==> src/design/sitlsp_pkg.sv <==
// Package for the signed integer to segment plane converter.
// Holds digit codes, the segment lookup, and the stage payload types.
// No dependencies.
package sitlsp_pkg;

	localparam int unsigned NUM_DIGITS = 4;

	localparam logic [3:0] DIGIT_E     = 4'd10;
	localparam logic [3:0] DIGIT_MINUS = 4'd11;

	localparam logic signed [15:0] VALUE_MIN = -16'sd999;
	localparam logic signed [15:0] VALUE_MAX = 16'sd9999;

	typedef logic [NUM_DIGITS-1:0][3:0] digit_codes_t;
	typedef logic [NUM_DIGITS-1:0][7:0] seg_words_t;

	typedef struct packed {
		digit_codes_t code;
		logic         out_of_range;
	} digits_t;

	function automatic logic [7:0] seg_lookup(input logic [3:0] code);
		logic [7:0] seg;
		case (code)
			4'd0:        seg = ~8'b01101011;
			4'd1:        seg = ~8'b00010001;
			4'd2:        seg = ~8'b01100111;
			4'd3:        seg = ~8'b01010111;
			4'd4:        seg = ~8'b00011101;
			4'd5:        seg = ~8'b01011110;
			4'd6:        seg = ~8'b01111110;
			4'd7:        seg = ~8'b00010011;
			4'd8:        seg = ~8'b01111111;
			4'd9:        seg = ~8'b00011111;
			DIGIT_E:     seg = ~8'b01101110;
			DIGIT_MINUS: seg = ~8'b00000100;
			4'd12:       seg = ~8'b01101011;
			4'd13:       seg = ~8'b00010001;
			4'd14:       seg = ~8'b01100111;
			default:     seg = ~8'b01010111;
		endcase
		return seg;
	endfunction

endpackage

==> src/design/sitlsp_value_if.sv <==
// Input channel carrying one signed value per transfer.
// Plain valid/ready handshake; no dependencies.
interface sitlsp_value_if;
	logic               valid;
	logic               ready;
	logic signed [15:0] value;

	modport source (output valid, output value, input ready);
	modport sink   (input valid, input value, output ready);
endinterface

==> src/design/sitlsp_plane_if.sv <==
// Output channel carrying four plane words and the range flag per transfer.
// Plain valid/ready handshake; no dependencies.
interface sitlsp_plane_if;
	logic       valid;
	logic       ready;
	logic [7:0] plane0_word;
	logic [7:0] plane1_word;
	logic [7:0] plane2_word;
	logic [7:0] plane3_word;
	logic       out_of_range;

	modport source (output valid, output plane0_word, output plane1_word,
		output plane2_word, output plane3_word, output out_of_range, input ready);
	modport sink   (input valid, input plane0_word, input plane1_word,
		input plane2_word, input plane3_word, input out_of_range, output ready);
endinterface

==> src/design/sitlsp_digits.sv <==
// Decimal digit extraction with range check and minus handling.
// Uses sitlsp_pkg; divisions by constants done as reciprocal multiplies.
module sitlsp_digits
	import sitlsp_pkg::*;
(
	input  logic signed [15:0] value,
	output digits_t            digits
);

	logic        neg;
	logic        oor;
	logic [15:0] mag16;
	logic [13:0] mag;
	logic [30:0] p1;
	logic [26:0] p2;
	logic [27:0] p3;
	logic [9:0]  q1;
	logic [6:0]  q2;
	logic [3:0]  q3;
	logic [13:0] r0;
	logic [9:0]  r1;
	logic [6:0]  r2;

	always_comb begin
		neg   = value[15];
		oor   = (value < VALUE_MIN) || (value > VALUE_MAX);
		mag16 = neg ? (16'd0 - 16'(value)) : 16'(value);
		mag   = mag16[13:0];

		p1 = {17'd0, mag} * 31'd52429;
		p2 = {13'd0, mag} * 27'd5243;
		p3 = {14'd0, mag} * 28'd8389;
		q1 = p1[28:19];
		q2 = p2[25:19];
		q3 = p3[26:23];

		r0 = mag - ({4'd0, q1} * 14'd10);
		r1 = q1 - ({3'd0, q2} * 10'd10);
		r2 = q2 - ({3'd0, q3} * 7'd10);

		if (oor) begin
			digits.code[0] = DIGIT_E;
			digits.code[1] = 4'd0;
			digits.code[2] = 4'd0;
			digits.code[3] = 4'd0;
		end else begin
			digits.code[0] = r0[3:0];
			digits.code[1] = r1[3:0];
			digits.code[2] = r2[3:0];
			digits.code[3] = neg ? DIGIT_MINUS : q3;
		end
		digits.out_of_range = oor;
	end

endmodule

==> src/design/sitlsp_planes.sv <==
// Segment lookup per digit and transpose into common-plane words.
// Uses sitlsp_pkg for the segment table and payload types.
module sitlsp_planes
	import sitlsp_pkg::*;
(
	input  digit_codes_t code,
	output seg_words_t   planes
);

	seg_words_t seg;

	always_comb begin
		for (int d = 0; d < NUM_DIGITS; d++) begin
			seg[d] = seg_lookup(code[d]);
		end
		for (int k = 0; k < NUM_DIGITS; k++) begin
			for (int d = 0; d < NUM_DIGITS; d++) begin
				planes[k][2*d +: 2] = seg[d][2*k +: 2];
			end
		end
	end

endmodule

==> src/design/signed_int_to_lcd_segment_planes.sv <==
// Top level of the signed integer to segment plane converter.
// Depends on sitlsp_pkg, sitlsp_value_if, sitlsp_plane_if, sitlsp_digits, sitlsp_planes.
//
// Usage:
//   sample: one signed 16-bit value per transfer (valid/ready).
//   result: four 8-bit plane words plus the out_of_range flag per transfer.
//   Values outside -999..9999 show E,0,0,0 with out_of_range set; negative
//   values show magnitude digits with a minus in the top digit.
// Timing:
//   Two register stages: the accepted value is held in an input register,
//   digit extraction, segment lookup and transpose sit between it and the
//   result register. The result is valid once the result register has
//   captured it, and it is held there until the receiver takes it.
//   Throughput is one item per cycle, limited only by the result receiver.
// Reset:
//   arst_n clears both stage valid flags; no result is pending after reset.
// Stall:
//   When the receiver holds ready low, the result register holds and the
//   input register takes one more value only if it is empty; then
//   sample.ready drops until the result moves.
module signed_int_to_lcd_segment_planes
	import sitlsp_pkg::*;
(
	input  logic           clk,
	input  logic           arst_n,
	sitlsp_value_if.sink   sample,
	sitlsp_plane_if.source result
);

	logic               valid_s1;
	logic signed [15:0] value_s1;
	logic               valid_s2;
	seg_words_t         planes_s2;
	logic               oor_s2;

	digits_t    digits;
	seg_words_t planes;
	logic       adv_s2;
	logic       adv_s1;

	sitlsp_digits u_digits (
		.value  (value_s1),
		.digits (digits)
	);

	sitlsp_planes u_planes (
		.code   (digits.code),
		.planes (planes)
	);

	assign adv_s2       = !valid_s2 || result.ready;
	assign adv_s1       = !valid_s1 || adv_s2;
	assign sample.ready = adv_s1;

	always_ff @(posedge clk or negedge arst_n) begin
		if (!arst_n) begin
			valid_s1 <= 1'b0;
			valid_s2 <= 1'b0;
		end else begin
			if (adv_s1) begin
				valid_s1 <= sample.valid;
			end
			if (adv_s2) begin
				valid_s2 <= valid_s1;
			end
		end
	end

	always_ff @(posedge clk) begin
		if (adv_s1 && sample.valid) begin
			value_s1 <= sample.value;
		end
		if (adv_s2 && valid_s1) begin
			planes_s2 <= planes;
			oor_s2    <= digits.out_of_range;
		end
	end

	assign result.valid        = valid_s2;
	assign result.plane0_word  = planes_s2[0];
	assign result.plane1_word  = planes_s2[1];
	assign result.plane2_word  = planes_s2[2];
	assign result.plane3_word  = planes_s2[3];
	assign result.out_of_range = oor_s2;

endmodule
==> src/flat_wrapper.sv <==
// flat-port wrapper written by rule: the top's interface ports become plain ports
module signed_int_to_lcd_segment_planes_flat import sitlsp_pkg::*;
  (clk, arst_n, sample_valid, sample_value, sample_ready, result_valid, result_plane0_word, result_plane1_word, result_plane2_word, result_plane3_word, result_out_of_range, result_ready);
  sitlsp_value_if sample_i ();
  sitlsp_plane_if result_i ();
  input  logic clk;
  input  logic arst_n;
  input wire logic [$bits(sample_i.valid)-1:0] sample_valid;
  input wire logic [$bits(sample_i.value)-1:0] sample_value;
  output wire logic [$bits(sample_i.ready)-1:0] sample_ready;
  output wire logic [$bits(result_i.valid)-1:0] result_valid;
  output wire logic [$bits(result_i.plane0_word)-1:0] result_plane0_word;
  output wire logic [$bits(result_i.plane1_word)-1:0] result_plane1_word;
  output wire logic [$bits(result_i.plane2_word)-1:0] result_plane2_word;
  output wire logic [$bits(result_i.plane3_word)-1:0] result_plane3_word;
  output wire logic [$bits(result_i.out_of_range)-1:0] result_out_of_range;
  input wire logic [$bits(result_i.ready)-1:0] result_ready;
  assign sample_i.valid = sample_valid;
  assign sample_i.value = sample_value;
  assign sample_ready = sample_i.ready;
  assign result_valid = result_i.valid;
  assign result_plane0_word = result_i.plane0_word;
  assign result_plane1_word = result_i.plane1_word;
  assign result_plane2_word = result_i.plane2_word;
  assign result_plane3_word = result_i.plane3_word;
  assign result_out_of_range = result_i.out_of_range;
  assign result_i.ready = result_ready;
  signed_int_to_lcd_segment_planes u_core (.clk(clk), .arst_n(arst_n), .sample(sample_i), .result(result_i));
endmodule
==> config.mk <==
export PLATFORM = sky130hd
export DESIGN_NAME = signed_int_to_lcd_segment_planes_flat
export DESIGN_NICKNAME = d
export VERILOG_FILES = /design/src/design/sitlsp_pkg.sv /design/src/design/sitlsp_value_if.sv /design/src/design/sitlsp_plane_if.sv /design/src/design/sitlsp_digits.sv /design/src/design/sitlsp_planes.sv /design/src/design/signed_int_to_lcd_segment_planes.sv /design/src/flat_wrapper.sv
export SDC_FILE = /design/constraint.sdc
export NUM_CORES = 1
export LEC_CHECK = 0
export BUFFER_PORTS_ARGS = -buffer_cell sky130_fd_sc_hd__buf_2
export CAP_MARGIN = 5
export CORE_MARGIN = 5
export CORE_UTILIZATION = 33
export CTS_CLUSTER_DIAMETER = 40
export DETAILED_ROUTE_END_ITERATION = 6
export GPL_TIMING_DRIVEN = 0
export SLEW_MARGIN = 20
export SYNTH_ARGS = -nofsm -noshare
export SYNTH_HDL_FRONTEND = slang
export SYNTH_HIERARCHICAL = 1
export SYNTH_SLANG_ARGS = --single-unit
==> constraint.sdc <==
create_clock -name clk -period 11.99 [get_ports clk]
set_input_delay 1.199 -clock clk [delete_from_list [all_inputs] [get_ports clk]]
set_output_delay 1.199 -clock clk [all_outputs]
set_load 0.01 [all_outputs]
Word level (Yosys, flattened, before mapping)
Memory sizes are Yosys's and may differ from the RTL's. A register that Yosys moved wholly into a read port is not among the register bits.
Index checks and enable logic that the tools add are counted.
{"block": "word_totals", "regBits": 27, "mem_bits_ro": 448, "input_bits": 20, "output_inout_bits": 35, "word_cells": 31, "memories": 4}
{"block": "classes", "addsub": 4, "mul": 6, "n_lt_le_gt_ge": 2, "mux": 3, "reduce_logical": 7}
{"memory": "(name not given)", "depth": 16, "word_bits": 7, "rd": 1, "rd_ports_with_merged_regs": 1, "write_ports": 0, "line": "sitlsp_pkg.sv:24", "rtl": "case (code)"}
{"memory": "(name not given)", "depth": 16, "word_bits": 7, "rd": 1, "rd_ports_with_merged_regs": 1, "write_ports": 0, "line": "sitlsp_pkg.sv:24"}
{"memory": "(name not given)", "depth": 16, "word_bits": 7, "rd": 1, "rd_ports_with_merged_regs": 1, "write_ports": 0, "line": "sitlsp_pkg.sv:24"}
{"memory": "(name not given)", "depth": 16, "word_bits": 7, "rd": 1, "rd_ports_with_merged_regs": 1, "write_ports": 0, "line": "sitlsp_pkg.sv:24"}
{"operator": "$mul 14x16->29 const B", "n": 1}
{"operator": "$mul 14x14->27 const B", "n": 1}
{"operator": "$mul 14x13->26 const B", "n": 1}
{"operator": "$gt 16x15->1 const B", "n": 1}
{"operator": "$lt 16x11->1 const B", "n": 1}
{"operator": "$mux 16", "n": 1}
{"operator": "$mux 14", "n": 1}
{"operator": "$sub 1x14->14 const A", "n": 1}
{"operator": "$sub 4x4->4", "n": 3}
{"operator": "$mul 10x3->3 const B", "n": 1}
{"operator": "$mul 7x3->3 const B", "n": 1}
{"operator": "$mul 4x3->3 const B", "n": 1}
{"operator": "$mux 4", "n": 1}
{"operator": "$logic_or 1x1->1", "n": 3}
{"operator": "$logic_and 1x1->1", "n": 2}
{"operator": "$logic_not 1->1", "n": 2}

Logic depth before layout (Yosys ltp)
{"block": "logic_depth", "depth_word": 6, "ltp_mapped": 38, "ltp_nobuf": 37}

Cells and area by module
The synthesis kept the hierarchy.
{"mod": "sitlsp_digits", "n_inst": 1, "cells_per_inst": 888, "area_each_um2": 8180.3, "seq_area_each_um2": 0.0}
{"mod": "signed_int_to_lcd_segment_planes", "n_inst": 1, "cells_per_inst": 57, "area_each_um2": 1575.3, "seq_area_each_um2": 1521.5}
{"mod": "sitlsp_planes", "n_inst": 1, "cells_per_inst": 131, "area_each_um2": 902.1, "seq_area_each_um2": 0.0}

Worst setup path after synthesis
OpenSTA, ideal clock, no wires.
{"block": "synth_path", "kind": "register to register", "start": "reg u_core.value_s1[0]", "end": "reg u_core.planes_s2 (netlist bit u_core/result.plane1_word[2]) (data pin)", "setup_time_ns": 0.262, "t_arrival_ns": 8.804, "required_ns": 11.728, "slack_ns": 2.924, "stages_incl_launch_ff": 37, "n_path_buf": 1, "synth_period_minus_slack_ns": 9.066, "cell_sequence": "edfxtp_1 or2_1 or4_1 nor3_1 nand2_1 nand2_1 xor2_1 inv_1 ha_1 fa_1 inv_1 fa_1 fa_1 inv_1 fa_1 inv_1 fa_1 inv_1 ha_1 nor3_1 a2111oi_0 a211oi_1 a21oi_1 a21oi_1 o21ba_2 xor2_1 fa_1 xnor2_1 xnor2_1 xnor2_1 xnor2_1 xnor2_1 xnor3_1 nor2_1 buf_4 mux2i_1 a21oi_1"}
{"element": "start, declared", "line": "signed_int_to_lcd_segment_planes.sv:31", "rtl": "logic signed [15:0] value_s1;"}
{"element": "start signal, assigned", "line": "signed_int_to_lcd_segment_planes.sv:71", "rtl": "value_s1 <= sample.value;"}
{"element": "end, declared", "line": "signed_int_to_lcd_segment_planes.sv:33", "rtl": "seg_words_t planes_s2;"}

==> impl_metrics.toml <==
[worst_setup_path]
cp.required_ns = 12.05
r2r_cells = 33
critPathMostFrequentCell = "inv_1"
timing.reg2reg.setup_slack_ns = 1.24
critPathLaunchType = "flop"
r2r-end = "u_core/result.plane1_word[4]$_DFFE_PP_"
crit_type = "reg -> reg"
critPathTopFamily = "adder cells"
max_stage_delay_ns = 0.92
slowest_stage = "edfxtp_1"
crit_start = "u_core/value_s1[0]$_DFFE_PP_"
critPathMaxFanout = 12
worst-path-buf-inv = 7
reg2reg_from = "u_core/value_s1[0]$_DFFE_PP_"
cp.arrival_ns = 10.80
critPathCaptureType = "flop"

[timing]
setup_tns_ns = 0
tightest_slew_ns = 1.147
drv_slew = 0
period_minus_slack_ns = 10.75
rsz0062_at_grt = "no"
holdWs_ns = 0.5493
slew_headroom = 0.2330
skew_ns = 0.004195
setup_viol = 0
hold_viol_final = 0
timing.final.crit_share = 0.8963
max_freq_mhz = 93.05

[routing]
drc_errors = 0
firstDrtPassIters = 5
via_per_inst = 4.603
drt_wl_total_mm = 22.91
wl_per_cell_um = 14.80
initialDrtViolationCount = 259
via_count = 7126
postRouteAntennaNets = 0

[floorplanning]
initial_core_util = 0.3360
num_rows = 65
dieHeight_um = 189.7
dieArea_sq_mm = 0.03599
die_w_um = 189.7
core_area_sq_mm = 0.03172
io_pins = 55

[clock_network]
htreeDepth = 2
path_clk_slew_ns = 0.07
cts.path.max_buffers = 2
cts_tree = "built"
ctsResizeCount = 0
cts_inserted_buffers = 5
hold_buffers = 0
clk_latency_ns = 0.30
clock_sinks = 51
root_buffer = "clkbuf_16"
postCtsSetupBuffers = 0

[synthesis]
synth_most_common_cell = "inv_1"
seq_area_frac_synth = 0.1428
syn_avg_cell_area_sq_um = 9.905
yosys_warnings = 6
synth_cell_types = 58
synth_ff_type = "edfxtp_1"
synth_cells = 1076
syn_area_sq_mm = 0.01066
synthTopCellsByCount = "inv_1 (295), ha_1 (248), fa_1 (133)"
synthArstFlopShare = 0.03922
synth_top_area_share = 0.2911
synth_edf_count = 49
yosysTopAreaCell = "ha_1"
synthTopCellsByArea = "ha_1 (29%), fa_1 (25%), edfxtp_1 (14%)"
ys_ff_latch = 51

[hold_path]
min_from = "u_core/valid_s1$_DFFE_PN0P_"
holdPathEnd = "u_core/result.valid$_DFFE_PN0P_"
min_path_cells = 1
hp-class = "reg -> reg"

[finish]
nFillCells = 3150
final_layout_size_suffix_gt1_frac = 0.08988
antennaDiodeCount = 0
final_net_count = 1546
syn2layout_area_growth_pct = 10.06

[placement]
hpwl_mm = 20.32
portBuffers = 54
gp_congestion = 0.8901

[flow_run]
max_cap_viol_count = 0

[global_routing]
gr-total-overflow = 0
grtUsageTotal = 0.1318
grt_max_degree = 34
grt_pass1_vias = 7525
antenna_found_initial = 0
grt_pass1_wl_mm = 38.11

[outcome]
status = "finished, final reports clean"
registers in the layout, summed over array words and instances, names as in the netlist:
name                        count
u_core/result.plane1_word       8
u_core/result.plane3_word       8
u_core/value_s1                16
u_core/result.plane2_word       8
u_core/valid_s1                 1
u_core/result.plane0_word       8
u_core/result.valid             1
u_core/result.out_of_range      1
layout by cell type (no fill, tap or decap), drive strengths merged, types with 3 or more instances in the layout:
master / instances
nand3b: 3
or3: 3
a2111oi: 3
o211ai: 9
inv: 296
o2111ai: 4
xnor2: 37
a21o: 14
nand4: 6
nand2: 35
o21ai: 38
nand2b: 18
o31ai: 3
buf: 71
a211oi: 6
mux2i: 12
nor3: 8
nand3: 12
clkbuf: 9
xor2: 11
o21bai: 3
and2: 3
fa: 133
a21oi: 34
nor2: 31
o31a: 3
conb: 4
edfxtp: 49
or2: 8
ha: 248
nor2b: 4
through the flow:
| stage | cell area [sq um] | util | std cells | setup WS, ns |
|---|---|---|---|---|
| 6_report | 11730 | 0.3698 | 1548 | 1.243 |
| 3_5_place_dp | 11540 | 0.3639 | 1540 | 1.037 |
| 3_3_place_gp | 11440 | 0.3608 | 1535 | 0.9212 |
| 2_1_floorplan | 10670 | - | 1079 | 2.924 |
| 4_1_cts | 11730 | 0.3698 | 1548 | 1.024 |
| 5_1_grt | 11730 | 0.3698 | 1548 | 0.4063 |
per-layer routing:
layer	GRT usage	up-vias	share of wire
li1	-	3613	-
met1	0.1874	3394	0.48
met2	0.2204	106	0.47
met3	0.01890	13	0.043
met4	0.01697	0	0.0090
met5	0	-	0
how the worst max path moves through the flow:
stage / to / slack, ns / depth (start not counted)
finish: u_core/result.plane1_word[4]$_DFFE_PP_ / 1.24 / 33
global route: u_core/result.plane1_word[4]$_DFFE_PP_ / 0.41 / 33
CTS: u_core/result.plane1_word[4]$_DFFE_PP_ / 1.02 / 33
detailed placement: u_core/result.plane1_word[4]$_DFFE_PP_ / 1.04 / 33
global placement: u_core/result.plane0_word[3]$_DFFE_PP_ / 0.92 / 32
floorplan: u_core/result.plane1_word[2]$_DFFE_PP_ / 2.92 / 36
cell families (layout without fill, tap and decap cells):
group           after synthesis  after routing  synth area share
other cells                   1              4         0.0003519
compound gates              134            134           0.08147
fa+ha+maj                   382            382            0.5419
mux                          12             12           0.01127
buf+inv                     312            379            0.1133
xor+xnor                     50             50           0.04508
flops                        51             51            0.1428
simple gates                134            134           0.06387
area by class of cell:
| type | instances | area (sq um) | share of cell area |
|---|---|---|---|
| clock inverter | 2 | 60.06 | 0.005120 |
| inverter | 297 | 1116 | 0.09515 |
| timing repair buffer | 59 | 326.6 | 0.02784 |
| buffer | 15 | 91.34 | 0.007787 |
| tap | 402 | 503.0 | 0.04288 |
| multi-input combinational | 716 | 7983 | 0.6805 |
| sequential | 51 | 1521 | 0.1297 |
| clock buffer | 6 | 128.9 | 0.01099 |
worst register-to-register path, delay by kind of cell (launching register included):
kind | cells | cell delay (ns)
xor gates and xnor gates | 7 | 1.71
adders and majority gates | 8 | 3.77
buffers and inverters | 7 | 1.63
DFF | 1 | 0.92
and+or+nand+nor | 2 | 0.30
muxes | 1 | 0.42
AOI/OAI and AO/OA | 8 | 1.78
Power is not shown: default switching activity piles up to over one toggle a cycle in this logic, so the estimate is an artifact.
